File: src/hdl/tcgw_pkg.sv
// ----------------------------------------------------------------------------
// tcgw_pkg: shared types and constants of the text console glyph writer
// request codes, queue operation codes and the queue entry layout
// ----------------------------------------------------------------------------
package tcgw_pkg;

    localparam int REQ_W     = 2;
    localparam int CODE_W    = 8;
    localparam int FIDX_W    = 11;
    localparam int PIXEL_W   = 8;
    localparam int FB_ADDR_W = 14;
    // glyph store index, wide enough for the largest store (256 glyphs x 16 rows)
    localparam int GIDX_W    = 12;

    typedef enum logic [REQ_W-1:0] {
        REQ_LOAD_FONT = 2'd0,
        REQ_PUT_CHAR  = 2'd1,
        REQ_NEW_LINE  = 2'd2,
        REQ_CLEAR     = 2'd3
    } req_t;

    typedef enum logic [1:0] {
        OP_LOAD  = 2'd0,
        OP_PUT   = 2'd1,
        OP_CLEAR = 2'd2
    } op_t;

    typedef struct packed {
        op_t                  op;
        logic                 pre_clear;
        logic [FB_ADDR_W-1:0] addr;
        logic [GIDX_W-1:0]    idx;
        logic [PIXEL_W-1:0]   data;
    } entry_t;

endpackage

File: src/hdl/tcgw_fifo.sv
// ----------------------------------------------------------------------------
// tcgw_fifo: work queue between front and back
// small register queue of entries, head shown combinationally
// ----------------------------------------------------------------------------
module tcgw_fifo #(
    parameter int DEPTH = 4
) (
    input  logic             clk,
    input  logic             rst_n,
    input  logic             push,
    input  tcgw_pkg::entry_t push_entry,
    output logic             full,
    input  logic             pop,
    output logic             head_valid,
    output tcgw_pkg::entry_t head_entry
);
    import tcgw_pkg::*;

    localparam int PTR_W = (DEPTH > 1) ? $clog2(DEPTH) : 1;
    localparam int CNT_W = $clog2(DEPTH + 1);

    entry_t           slot_reg [DEPTH];
    logic [PTR_W-1:0] wr_ptr_reg, rd_ptr_reg;
    logic [CNT_W-1:0] cnt_reg, cnt_next;
    logic             do_push, do_pop;

    assign full       = (cnt_reg == CNT_W'(DEPTH));
    assign head_valid = (cnt_reg != '0);
    assign head_entry = slot_reg[rd_ptr_reg];
    assign do_push    = push && !full;
    assign do_pop     = pop && head_valid;

    always_comb
    begin
        cnt_next = cnt_reg;
        if (do_push && !do_pop)
            cnt_next = cnt_reg + CNT_W'(1);
        else if (do_pop && !do_push)
            cnt_next = cnt_reg - CNT_W'(1);
    end

    always_ff @(posedge clk or negedge rst_n)
    begin
        if (!rst_n)
        begin
            wr_ptr_reg <= '0;
            rd_ptr_reg <= '0;
            cnt_reg    <= '0;
        end
        else
        begin
            cnt_reg <= cnt_next;
            if (do_push)
                wr_ptr_reg <= (wr_ptr_reg == PTR_W'(DEPTH - 1)) ? '0 : wr_ptr_reg + PTR_W'(1);
            if (do_pop)
                rd_ptr_reg <= (rd_ptr_reg == PTR_W'(DEPTH - 1)) ? '0 : rd_ptr_reg + PTR_W'(1);
        end
    end

    always_ff @(posedge clk)
    begin
        if (do_push)
            slot_reg[wr_ptr_reg] <= push_entry;
    end

endmodule

File: config.mk
export PLATFORM = sky130hd
export DESIGN_NAME = tcgw_fifo
export DESIGN_NICKNAME = d
export VERILOG_FILES = /design/src/hdl/tcgw_pkg.sv /design/src/hdl/tcgw_fifo.sv
export SDC_FILE = /design/constraint.sdc
export NUM_CORES = 1
export LEC_CHECK = 0
export BUFFER_PORTS_ARGS = -buffer_cell sky130_fd_sc_hd__clkbuf_2
export CAP_MARGIN = 15
export CORE_AREA = 8 8 148 150
export CTS_BUF_LIST = sky130_fd_sc_hd__clkbuf_8
export DETAILED_ROUTE_END_ITERATION = 8
export DIE_AREA = 0 0 156 158
export PLACE_DENSITY = 0.52
export SYNTH_ARGS = -nofsm -noshare
export SYNTH_HDL_FRONTEND = slang
export SYNTH_SLANG_ARGS = --single-unit
File: constraint.sdc
create_clock -name clk -period 2.68 [get_ports clk]
set_input_delay 0.134 -clock clk [delete_from_list [all_inputs] [get_ports clk]]
set_output_delay 0.134 -clock clk [all_outputs]
set_load 0.02 [all_outputs]
# Word-level counts from Yosys, hierarchy flattened
# Memories as Yosys holds them, arrays and structs flattened.
# Index checks and enable logic that the tools add are counted.
dict set report classes {
  add_sub_neg 4
  eq_ne 3
  muxes 6
  n_reduce_logical 9
}
# op count
set op_table {}
lappend op_table {{$mux 3} 2}
lappend op_table {{$add 2x1->2 const B} 2}
lappend op_table {{$eq 2x2->1 const B} 2}
lappend op_table {{$logic_and 1x1->1} 4}
lappend op_table {{$mux 2} 2}
lappend op_table {{$add 3x1->3 const B} 1}
lappend op_table {{$eq 3x3->1 const B} 1}
lappend op_table {{$logic_not 1->1} 3}
lappend op_table {{$reduce_bool 3->1} 1}
lappend op_table {{$sub 3x1->3 const B} 1}
lappend op_table {{$mux 1} 2}
lappend op_table {{$reduce_bool 2->1} 1}
dict set report word_totals {
  regBits 7
  ram_bits 148
  out_inout_bits 39
  word_cells 26
  memories 1
}
# name depth width read_ports rd_ports_with_merged_regs wr line_no
set memory_table {}
lappend memory_table {slot_reg 4 37 1 0 1 tcgw_fifo.sv:22} ;# entry_t slot_reg [DEPTH];

# Depth between registers and ports, before layout
dict set report depth {
  word_depth 7
  ltp_mapped 8
  depth_no_buf 8
}

# Worst setup path after synthesis
# Ideal clock, no wire load.
dict set report synth_timing {
  path_type {register to register}
  from {register cnt_reg[2]}
  to {memory slot_reg[3][0] in the netlist's numbering, enable pin}
  setup_ns 0.432
  t_arrival_ns 2.174
  t_required_ns 2.248
  setup_slack_ns 0.074
  stages_incl_launch_ff 3
  path_buffers 0
  period_less_slack_ns 2.606
  cell_sequence {dfrtp_1 nor3b_2 nor2_1}
}
dict set report synth_between {
  elab_chain_len 5
}
# element line_no
set synth_rtl {}
lappend synth_rtl {{from (decl)} tcgw_fifo.sv:24} ;# logic [CNT_W-1:0] cnt_reg, cnt_next;
lappend synth_rtl {{from (signal assigned)} tcgw_fifo.sv:52} ;# cnt_reg <= cnt_next;
lappend synth_rtl {{$eq 3x3->1} tcgw_fifo.sv:27} ;# assign full = (cnt_reg == CNT_W'(DEPTH));
lappend synth_rtl {{net full} tcgw_fifo.sv:12} ;# output logic full,
lappend synth_rtl {{$logic_not 1->1} tcgw_fifo.sv:30} ;# assign do_push = push && !full;
lappend synth_rtl {{$logic_and 1x1->1} tcgw_fifo.sv:30}
lappend synth_rtl {{$mux 1} tcgw_fifo.sv:62} ;# if (do_push)
lappend synth_rtl {{$mux 1 (not written as such)} tcgw_fifo.sv:63} ;# slot_reg[wr_ptr_reg] <= push_entry;
lappend synth_rtl {{to (decl)} tcgw_fifo.sv:22}
# The timed path passes the listed nets, and every way through them passes these cells.

==> results.cfg <==
[timing]
hold_viol = 0
worst_slew_pin_slew_ns = 0.654
clock_skew_ns = 0.0120
max_freq_mhz = 431
setup_violations = 0
slew_violations = 0
rsz0062_at_grt = no
fin_tns_setup_ns = 0
min_period_over_period = 0.866
min_period_ns = 2.32
maxSlewHeadroom = 0.564

[routing]
vias_per_cell = 4.22
vias = 2723
drt_iter0_markers = 165
route.detailed.drc = 0
ant_nets = 0
wl_per_cell_um = 17.5
wl_mm = 11.3
drt-pass1-iter-count = 4

[setup_path]
max_stage_delay_ns = 0.77
crit_path_max_fanout = 25
endpoint_kind = output port
cp_slowest_cell = dfrtp_4
cp.required_ns = 2.55
startpoint_type = flip-flop
regToRegEndpoint = cnt_reg[2]
rr_worst_depth = 8
critPathKind = flip-flop to output port
critPathArrivalTime_ns = 2.19
worstReg2RegStart = cnt_reg[2]
r2r_slack_ns = 0.52
crit_path_cell_trace = buf_12, mux4_2, clkbuf_2

[synth]
synth_area_per_cell_um2 = 25.1
synthMuxAreaShare = 0.154
ys_top_cells_by_count = 148 x edfxtp_1, 37 x mux4_2, 7 x dfrtp_1
ys_warn_count = 0
synth-compound-area-share = 0
synth-xor-area-share = 0.00456
synth_top_family_by_area = multiplexers
syn_inst = 230
synth_area_um2 = 5760
ys_seq_area_frac = 0.801
synth_nets = 278
synth_top_area_frac = 0.771
yosys.area_share.adder = 0.0165
ys_top_cells_by_area = edfxtp_1 77%, mux4_2 14%, dfrtp_1 3.0%, ha_1 1.3%, mux2_2 0.98%
async_reset_ff_frac = 0.0452
yosysTopAreaCell = edfxtp_1
synthFlopType = edfxtp_1
synth_edf_count = 148
ys_ff_latch = 155
synthSimpleGateAreaFrac = 0.0115
synth_cell_type_count = 19
synthMostInstantiatedCell = edfxtp_1

[grt]
grt_pass1_vias = 3157
antenna_found_initial = 0
groute.usage.overall = 0.0982
grt_max_degree = 38
grt_first_pass_wirelength_mm = 17.7
globalRouteOverflowTotal = 0

[clocking]
cts_root_buf = clkbuf_8
cts_resized = 0
htree_levels = 4
clk_path_buf_depth = 2
insertion_delay_ns = 0.43
postCtsHoldBufs = 38
path_clk_slew_ns = 0.08
numCtsBuffers = 17
cts_setup_buffers = 0
cts_sinks = 155
cts_tree = yes

[finish]
largest_register_ffs = 148
design_area_um2 = 7310
fillerInstances = 1803
drive_gt1_frac = 0.431
antennaDiodeCount = 0
area_growth_pct = 26.8
regArea_um2 = 4620
layout.nets = 412
multi_input_area_um2 = 1090

[floorplan]
core_area_um2 = 19700
rows = 52
die_height_um = 158
start_util = 0.292
die_w_um = 156
ioPinCount = 80
die_area_um2 = 24600

[status]
outcome = finished clean

[placed_design]
place_area_um2 = 6570
dp_hpwl_mm = 6.83
io_buffers = 79
finalWeightedCongestion = 0.741

[power]
sw_frac_of_total = 0.329
combPwrFrac = 0.328
leakage_nw = 2.53
p_clk_frac = 0.213
irDropWorstVdd_mv = 0.624
p_seq_frac = 0.460
p_int_mw = 5.14
power_density_nw_per_um2 = 1050
p_switching_mw = 2.52

[min_path]
hp-class = input pin to asynchronous set/reset pin

[flow_run]
maxCapViolations = 0
-- metal layers --
metal,track usage,vias to the layer above,wire [um]
met3,0.0401,8,638
met4,0.0333,0,106
met1,0.111,1424,4730
met5,0,-,0
li1,-,1233,-
met2,0.166,58,5800
-- power groups by stage --
stage	logic [mW]	registers (mW)	clock network [mW]
floorplan	1.83	3.37	0
global route	2.74	3.61	1.80
global placement	2.53	3.57	0
finish	2.51	3.52	1.63
detailed placement	2.55	3.61	0
CTS	2.60	3.55	1.70
-- how the worst max path moves through the flow --
| stage | start | to | slack, ns |
|---|---|---|---|
| global route | rd_ptr_reg[0] | head_entry[8] | 0.14 |
| detailed placement | cnt_reg[2] | cnt_reg[2] | 0.52 |
| CTS | rd_ptr_reg[0] | head_entry[36] | 0.24 |
| finish | rd_ptr_reg[0] | head_entry[17] | 0.36 |
| global placement | cnt_reg[2] | cnt_reg[2] | 0.60 |
| floorplan | cnt_reg[2] | slot_reg[3][0] | 0.07 |
-- cell type report --
type	instances	share of cell area
inverters	3	0.00154
well taps	270	0.0462
clock buffers	17	0.0320
repair buffers	123	0.121
clock inverters	14	0.0180
multi-input cells	64	0.149
flip-flops and latches	155	0.633
-- critical path: cells and delay by family, from the launching register on --
family | cells | cell delay [ns]
buf+inv | 2 | 0.42
flops | 1 | 0.77
mux | 1 | 0.54
-- cell families (layout without fill, tap and decap cells) --
logic type / Yosys count / count (layout)
xor gates and xnor gates: 3 / 3
DFF: 155 / 155
muxes: 42 / 42
and+or+nand+nor: 12 / 12
buffers and inverters: 11 / 157
adders and majority gates: 7 / 7
-- through the flow --
stage | setup slack (ns) | instances | utilization | power (mW) | hold WS, ns
global placement | 0.605 | 577 | 0.333 | 6.10 | -0.0232
floorplan | 0.0738 | 230 | - | 5.20 | -0.162
finish | 0.360 | 646 | 0.371 | 7.67 | 0.0604
detailed placement | 0.519 | 577 | 0.333 | 6.16 | -0.0125
global route | 0.138 | 646 | 0.371 | 8.15 | 0.0424
CTS | 0.239 | 646 | 0.371 | 7.86 | 0.0267
-- cell usage in the layout, fill, tap and decap left out, drive strengths merged --
cell type	n
bufinv	2
nor3b	1
clkinv	4
and2	3
mux2	5
edfxtp	148
dfrtp	7
ha	6
inv	8
buf	6
nor2	4
clkinvlp	3
fa	1
nand2	2
nor2b	1
mux4	37
xnor2	1
or3	1
xor2	2
clkbuf	96
dlygate4sd3	38
(Power assumes the default switching activity.)
