==> src/hdl/tcgw_pkg.sv <==
// ----------------------------------------------------------------------------
// tcgw_pkg: shared types and constants of the text console glyph writer
// request codes, queue operation codes and the queue entry layout
// ----------------------------------------------------------------------------
package tcgw_pkg;

    localparam int REQ_W     = 2;
    localparam int CODE_W    = 8;
    localparam int FIDX_W    = 11;
    localparam int PIXEL_W   = 8;
    localparam int FB_ADDR_W = 14;
    // glyph store index, wide enough for the largest store (256 glyphs x 16 rows)
    localparam int GIDX_W    = 12;

    typedef enum logic [REQ_W-1:0] {
        REQ_LOAD_FONT = 2'd0,
        REQ_PUT_CHAR  = 2'd1,
        REQ_NEW_LINE  = 2'd2,
        REQ_CLEAR     = 2'd3
    } req_t;

    typedef enum logic [1:0] {
        OP_LOAD  = 2'd0,
        OP_PUT   = 2'd1,
        OP_CLEAR = 2'd2
    } op_t;

    typedef struct packed {
        op_t                  op;
        logic                 pre_clear;
        logic [FB_ADDR_W-1:0] addr;
        logic [GIDX_W-1:0]    idx;
        logic [PIXEL_W-1:0]   data;
    } entry_t;

endpackage

==> src/hdl/tcgw_front.sv <==
// ----------------------------------------------------------------------------
// tcgw_front: request intake and cursor tracking
// classifies each request beat, moves the cursor and queues work for the back
// ----------------------------------------------------------------------------
module tcgw_front #(
    parameter int COLUMNS     = 40,
    parameter int ROWS        = 30,
    parameter int GLYPH_ROWS  = 8,
    parameter int GLYPH_COUNT = 256
) (
    input  logic                           clk,
    input  logic                           rst_n,
    input  logic                           req_valid,
    output logic                           req_stall,
    input  logic [tcgw_pkg::REQ_W-1:0]     req_type,
    input  logic [tcgw_pkg::CODE_W-1:0]    char_code,
    input  logic [tcgw_pkg::FIDX_W-1:0]    font_index,
    input  logic [tcgw_pkg::PIXEL_W-1:0]   font_data,
    input  logic                           q_full,
    output logic                           enq_valid,
    output tcgw_pkg::entry_t               enq_entry
);
    import tcgw_pkg::*;

    localparam int STORE_DEPTH = GLYPH_COUNT * GLYPH_ROWS;
    localparam int LINE_STEP   = COLUMNS * GLYPH_ROWS;
    localparam int COL_W       = $clog2(COLUMNS + 1);
    localparam int ROW_W       = $clog2(ROWS);

    logic [ROW_W-1:0]     row_reg, row_next;
    logic [COL_W-1:0]     col_reg, col_next;
    logic [FB_ADDR_W-1:0] base_reg, base_next;

    logic                 accept;
    logic                 wrap_row;
    logic [ROW_W-1:0]     row_inc;
    logic [FB_ADDR_W-1:0] base_inc;
    logic [CODE_W-1:0]    code_w;
    logic                 enq_want;

    assign req_stall = q_full;
    assign accept    = req_valid && !q_full;
    assign enq_valid = accept && enq_want;

    assign wrap_row = (row_reg == ROW_W'(ROWS - 1));
    assign row_inc  = wrap_row ? '0 : row_reg + ROW_W'(1);
    assign base_inc = wrap_row ? '0 : base_reg + FB_ADDR_W'(LINE_STEP);
    // codes past the glyph count fold back (code is below twice the count)
    assign code_w   = (32'(char_code) >= GLYPH_COUNT) ?
                      CODE_W'(32'(char_code) - GLYPH_COUNT) : char_code;

    always_comb
    begin
        row_next  = row_reg;
        col_next  = col_reg;
        base_next = base_reg;
        enq_want  = 1'b0;
        enq_entry = '{op: OP_CLEAR, pre_clear: 1'b0, addr: '0, idx: '0, data: '0};
        case (req_t'(req_type))
            REQ_LOAD_FONT:
            begin
                enq_want       = (32'(font_index) < STORE_DEPTH);
                enq_entry.op   = OP_LOAD;
                enq_entry.idx  = GIDX_W'(font_index);
                enq_entry.data = font_data;
            end
            REQ_PUT_CHAR:
            begin
                enq_want      = 1'b1;
                enq_entry.op  = OP_PUT;
                enq_entry.idx = GIDX_W'(32'(code_w) * GLYPH_ROWS);
                if (col_reg == COL_W'(COLUMNS))
                begin
                    row_next            = row_inc;
                    base_next           = base_inc;
                    col_next            = COL_W'(1);
                    enq_entry.pre_clear = wrap_row;
                    enq_entry.addr      = base_inc;
                end
                else
                begin
                    col_next       = col_reg + COL_W'(1);
                    enq_entry.addr = base_reg + FB_ADDR_W'(col_reg);
                end
            end
            REQ_NEW_LINE:
            begin
                row_next  = row_inc;
                base_next = base_inc;
                col_next  = '0;
                enq_want  = wrap_row;
            end
            REQ_CLEAR:
            begin
                row_next  = '0;
                base_next = '0;
                col_next  = '0;
                enq_want  = 1'b1;
            end
            default:
            begin
                enq_want = 1'b0;
            end
        endcase
    end

    always_ff @(posedge clk or negedge rst_n)
    begin
        if (!rst_n)
        begin
            row_reg  <= '0;
            col_reg  <= '0;
            base_reg <= '0;
        end
        else if (accept)
        begin
            row_reg  <= row_next;
            col_reg  <= col_next;
            base_reg <= base_next;
        end
    end

endmodule

==> config.mk <==
export PLATFORM = sky130hd
export DESIGN_NAME = tcgw_front
export DESIGN_NICKNAME = d
export VERILOG_FILES = /design/src/hdl/tcgw_pkg.sv /design/src/hdl/tcgw_front.sv
export SDC_FILE = /design/constraint.sdc
export NUM_CORES = 1
export LEC_CHECK = 0
export BUFFER_PORTS_ARGS = -buffer_cell sky130_fd_sc_hd__buf_4
export CORE_ASPECT_RATIO = 0.9
export CORE_UTILIZATION = 51
export CTS_CLUSTER_SIZE = 40
export DETAILED_ROUTE_END_ITERATION = 10
export PLACE_DENSITY_LB_ADDON = 0.3
export SLEW_MARGIN = 20
export SYNTH_ARGS = -nofsm -noshare
export SYNTH_HDL_FRONTEND = slang
export SYNTH_SLANG_ARGS = --single-unit
export TNS_END_PERCENT = 5
==> constraint.sdc <==
create_clock -name clk -period 3.1 [get_ports clk]
set_input_delay 0.62 -clock clk [delete_from_list [all_inputs] [get_ports clk]]
set_output_delay 0.62 -clock clk [all_outputs]
set_load 0.05 [all_outputs]
* Word level (Yosys, flattened, before mapping) *
Index checks and enable logic that the tools add are counted.

word-level totals
  register bits after elaboration = 25
  latch bits = 0
  RAM bits = 0
  ROM bits = 0
  input bits = 33
  memories = 0

operators by class
  add/sub/neg operators = 4
  multiply operators = 0
  div/mod/pow operators = 0
  $lt $le $gt $ge = 0
  equality and inequality tests = 6
  shift-type cells = 0
  muxes and demuxes = 15
  bitwise logic cells = 0
  reduce and logical (&&, ||, !) cells = 10

operators by type and width
  operator               number
  $mux 14                3
  $pmux 14 s3            1
  $pmux 11 s2            1
  $mux 15                1
  $pmux 5 s3             1
  $add 14x6->14          1
  $add 14x9->14 const B  1
  $pmux 6 s2             1
  $mux 5                 2
  $mux 8                 1
  $add 6x1->6 const B    1
  $eq 6x6->1 const B     1
  $mux 6                 1
  $add 5x1->5 const B    1
  $eq 5x5->1 const B     1
  $eq 2x2->1 const B     2
  $pmux 2 s2             1
  $reduce_and 3->1       1
  $reduce_bool 3->1      1
  $reduce_or 3->1        1
  $eq 2x1->1 const B     1
  $logic_and 1x1->1      2
  $logic_not 2->1        1
  $ne 2x2->1 const B     1
  other kinds (6)        6

* Logic depth before layout (Yosys ltp) *
  depth in word-level cells = 4
  mapped depth = 8
  mapped depth without buffers = 7

* Least setup slack after synthesis *
Ideal clock, no wire load.

  path type = register to output
  start point = register col_reg[0]
  end point = output enq_entry[28] (netlist name)
  arrival time = 2.850 ns
  data required time = 2.480 ns
  path slack = -0.370 ns
  stages on the path, launching flop included = 8
  buffers on the path = 0
  cells stage by stage = dfrtp_1 ha_1 fa_1 a21oi_1 o21ai_0 a211oi_1 a211oi_1 nor3_1

RTL lines
  element                 line               text
  start, declared         tcgw_front.sv:31   logic [COL_W-1:0] col_reg, col_next;
  start signal, assigned  tcgw_front.sv:118  col_reg <= col_next;
  end, declared           tcgw_front.sv:21   output tcgw_pkg::entry_t enq_entry

==> flow_summary.yaml <==
critical_path:
  reg2reg_depth: 7
  cp-start-kind: "flip-flop"
  path_max_fanout: 6
  crit_arrival_ns: 2.43
  r2r-end: "base_reg[11]"
  crit_start: "col_reg[3]"
  cp.required_ns: 2.48
  ff2ff_setup_slack_ns: 1.12
  path_class: "reg2out"
  cp-end-kind: "primary output"
  r2r_start: "col_reg[1]"
detailed_routing:
  wl_per_cell_um: 15.2
  drt-pass1-iter-count: 4
  vias_per_cell: 5.91
  drc: 0
  drtAntennaViolNets: 0
  vias: 2240
  drt_wl_total_mm: 5.77
  drt_iter0_markers: 144
clocking:
  h-tree-depth: 1
  clockBufferDepth: 2
  path_clk_slew_ns: 0.09
  numCtsBuffers: 3
  cts.sinks: 25
  root_buffer: "clkbuf_8"
  clock_latency_ns: 0.28
  cts_tree: "built"
  cts-hold-fix-buffers: 0
floorplan:
  ioPinCount: 72
  coreArea_um2: 3860
  die_h_um: 63.5
  rows: 21
  start_util: 0.555
  die_area_um2: 4470
  die_w_um: 70.3
power_and_ir_drop:
  pwr-share-comb: 0.413
  p_int_uw: 664
  vdd.ir_drop.worst_mv: 0.235
  power_frac_clock: 0.179
  switching_share: 0.420
  p_leak_uw: 0.00132
  power_frac_seq: 0.408
  switching_power_uw: 480
  p_total_uw: 1140
  p_per_area_nw_per_um2: 401
sta:
  finalSetupViolations: 0
  skew_ns: 0.00497
  fmax_ghz: 0.328
  min_period_over_period: 0.984
  hold_violations: 0
  rsz0062_at_grt: "true"
  slew_headroom: 0.607
  tightest_slew_ns: 0.588
  drv_slew: 0
  period_needed_ns: 3.05
grt:
  grt_pass1_wl_mm: 9.56
  antenna_found_initial: 0
  grt_max_degree: 26
  grt.total_usage: 0.264
  grt-ovfl-total: 0
  grt_pass1_vias: 2128
synth:
  synth-seq-cells: 25
  synthArstFlopShare: 1.00
  synth_edf_count: 0
  ys.flop_type: "dfrtp_1"
  synth_area_leaders: "dfrtp_1 (29%), ha_1 (6.4%), a21oi_1 (5.1%), nand2_1 (4.9%), nor2_1 (4.7%)"
  yosys.cell_count.top_type: "nand2_1"
  netlist-cell-type-count: 54
  netlist_area_um2: 2140
  synth_area_per_cell_um2: 8.03
  synth_top_area_cell: "dfrtp_1"
  yosys_warnings: 0
  syn_nets: 312
  yosys-top-cells-count: "nand2_1 (28), nor2_1 (27), dfrtp_1 (25)"
  yosysSeqAreaShare: 0.292
  synth_top_area_frac: 0.292
  synth_cells: 267
placed_design:
  dpl_cell_area_um2: 2680
  numPortBuffers: 70
  gp_congestion: 0.872
  dp_hpwl_mm: 4.09
finish:
  final_cell_area_um2: 2850
  largest_reg_flops: 14
  fin_nets: 379
  area_growth_pct: 33.1
  antenna_cells: 0
  layout-drive-gt1-share: 0.330
status:
  status: "finished clean"
flow_run:
  drv_cap: 0
hold_path:
  hold_class: "in2async"
[through the flow]
stage	TNS [ns]	util	setup WS (ns)	hold WS [ns]	std cells
after global routing	-0.0604	0.739	-0.0525	0.254	379
after detailed placement	0	0.695	0.105	0.529	371
after CTS	0	0.725	0.0241	0.246	377
final	0	0.739	0.0486	0.235	379
after global placement	0	0.695	0.196	0.517	371
after floorplan	-0.421	-	-0.285	0.324	267
[final cells by class]
cell class,instances,area (um2)
inverter,8,30.0
clock inverter,1,5.00
clock buffer,3,41.3
tap,46,57.6
sequential,25,629
fill,282,1010
multi-input combinational,217,1490
timing repair buffer,79,601
[how the worst max path moves through the flow]
| stage | endpoint | slack (ns) | cells after the start |
|---|---|---|---|
| after floorplan | enq_entry[22] | -0.29 | 5 |
| after global placement | enq_entry[28] | 0.20 | 8 |
| after detailed placement | enq_entry[28] | 0.10 | 8 |
| after CTS | enq_entry[31] | 0.02 | 7 |
| after global routing | enq_entry[31] | -0.05 | 7 |
| final | enq_entry[31] | 0.05 | 7 |
[layout by cell type (no fill, tap or decap), drive strengths merged, types with 2 or more instances in the layout]
| master | instances |
|---|---|
| a21o | 2 |
| ha | 11 |
| inv | 8 |
| buf | 79 |
| nand4 | 4 |
| or3 | 2 |
| nor2 | 28 |
| o21ai | 16 |
| nand2 | 29 |
| a21oi | 23 |
| mux2i | 8 |
| mux2 | 3 |
| clkbuf | 3 |
| nor3 | 7 |
| nand2b | 4 |
| xnor2 | 8 |
| dfrtp | 25 |
| nor2b | 8 |
| xor2 | 8 |
| and2 | 11 |
| o2111ai | 2 |
| nand3 | 9 |
| a211oi | 7 |
| o211ai | 2 |
| a31oi | 6 |
[per-layer routing]
metal	track usage	wire length (um)
met5	0	0
met4	0.0875	166
met3	0.0400	391
met2	0.476	2790
met1	0.317	2430
[logic make-up (layout without fill, tap and decap cells)]
kind of cell | after synthesis | count (layout) | synth area share
muxes | 11 | 11 | 0.0531
other | 1 | 1 | 0.00175
AOI/OAI and AO/OA | 70 | 70 | 0.214
and+or+nand+nor | 107 | 107 | 0.246
adders and majority gates | 12 | 12 | 0.0736
DFF | 25 | 25 | 0.292
xor gates and xnor gates | 16 | 16 | 0.0654
buffers and inverters | 25 | 91 | 0.0537
[worst max-delay path, cell delays in order, from the launching register on]
cell,delay (ns)
dfrtp_1,0.48
ha_4,0.33
o211ai_1,0.12
o21ai_2,0.24
or3b_1,0.38
xor2_1,0.16
a211oi_2,0.22
buf_4,0.22
[power groups by stage]
| stage | Combinational (uW) | Clock (uW) | Sequential [uW] |
|---|---|---|---|
| after floorplan | 338 | 0 | 425 |
| after global placement | 421 | 0 | 462 |
| after detailed placement | 432 | 0 | 464 |
| after CTS | 454 | 207 | 462 |
| after global routing | 510 | 221 | 476 |
| final | 473 | 204 | 467 |
[repair_timing]
| action | CTS | global route |
|---|---|---|
| buffers inserted | 2 | 2 |
| hold endpoints to repair | 0 | 0 |
| setup endpoints to repair | 3 | 4 |
| pin swaps | 1 | 4 |
| resized for setup | 9 | 9 |
Note: power is estimated with default switching activity, not from simulation.
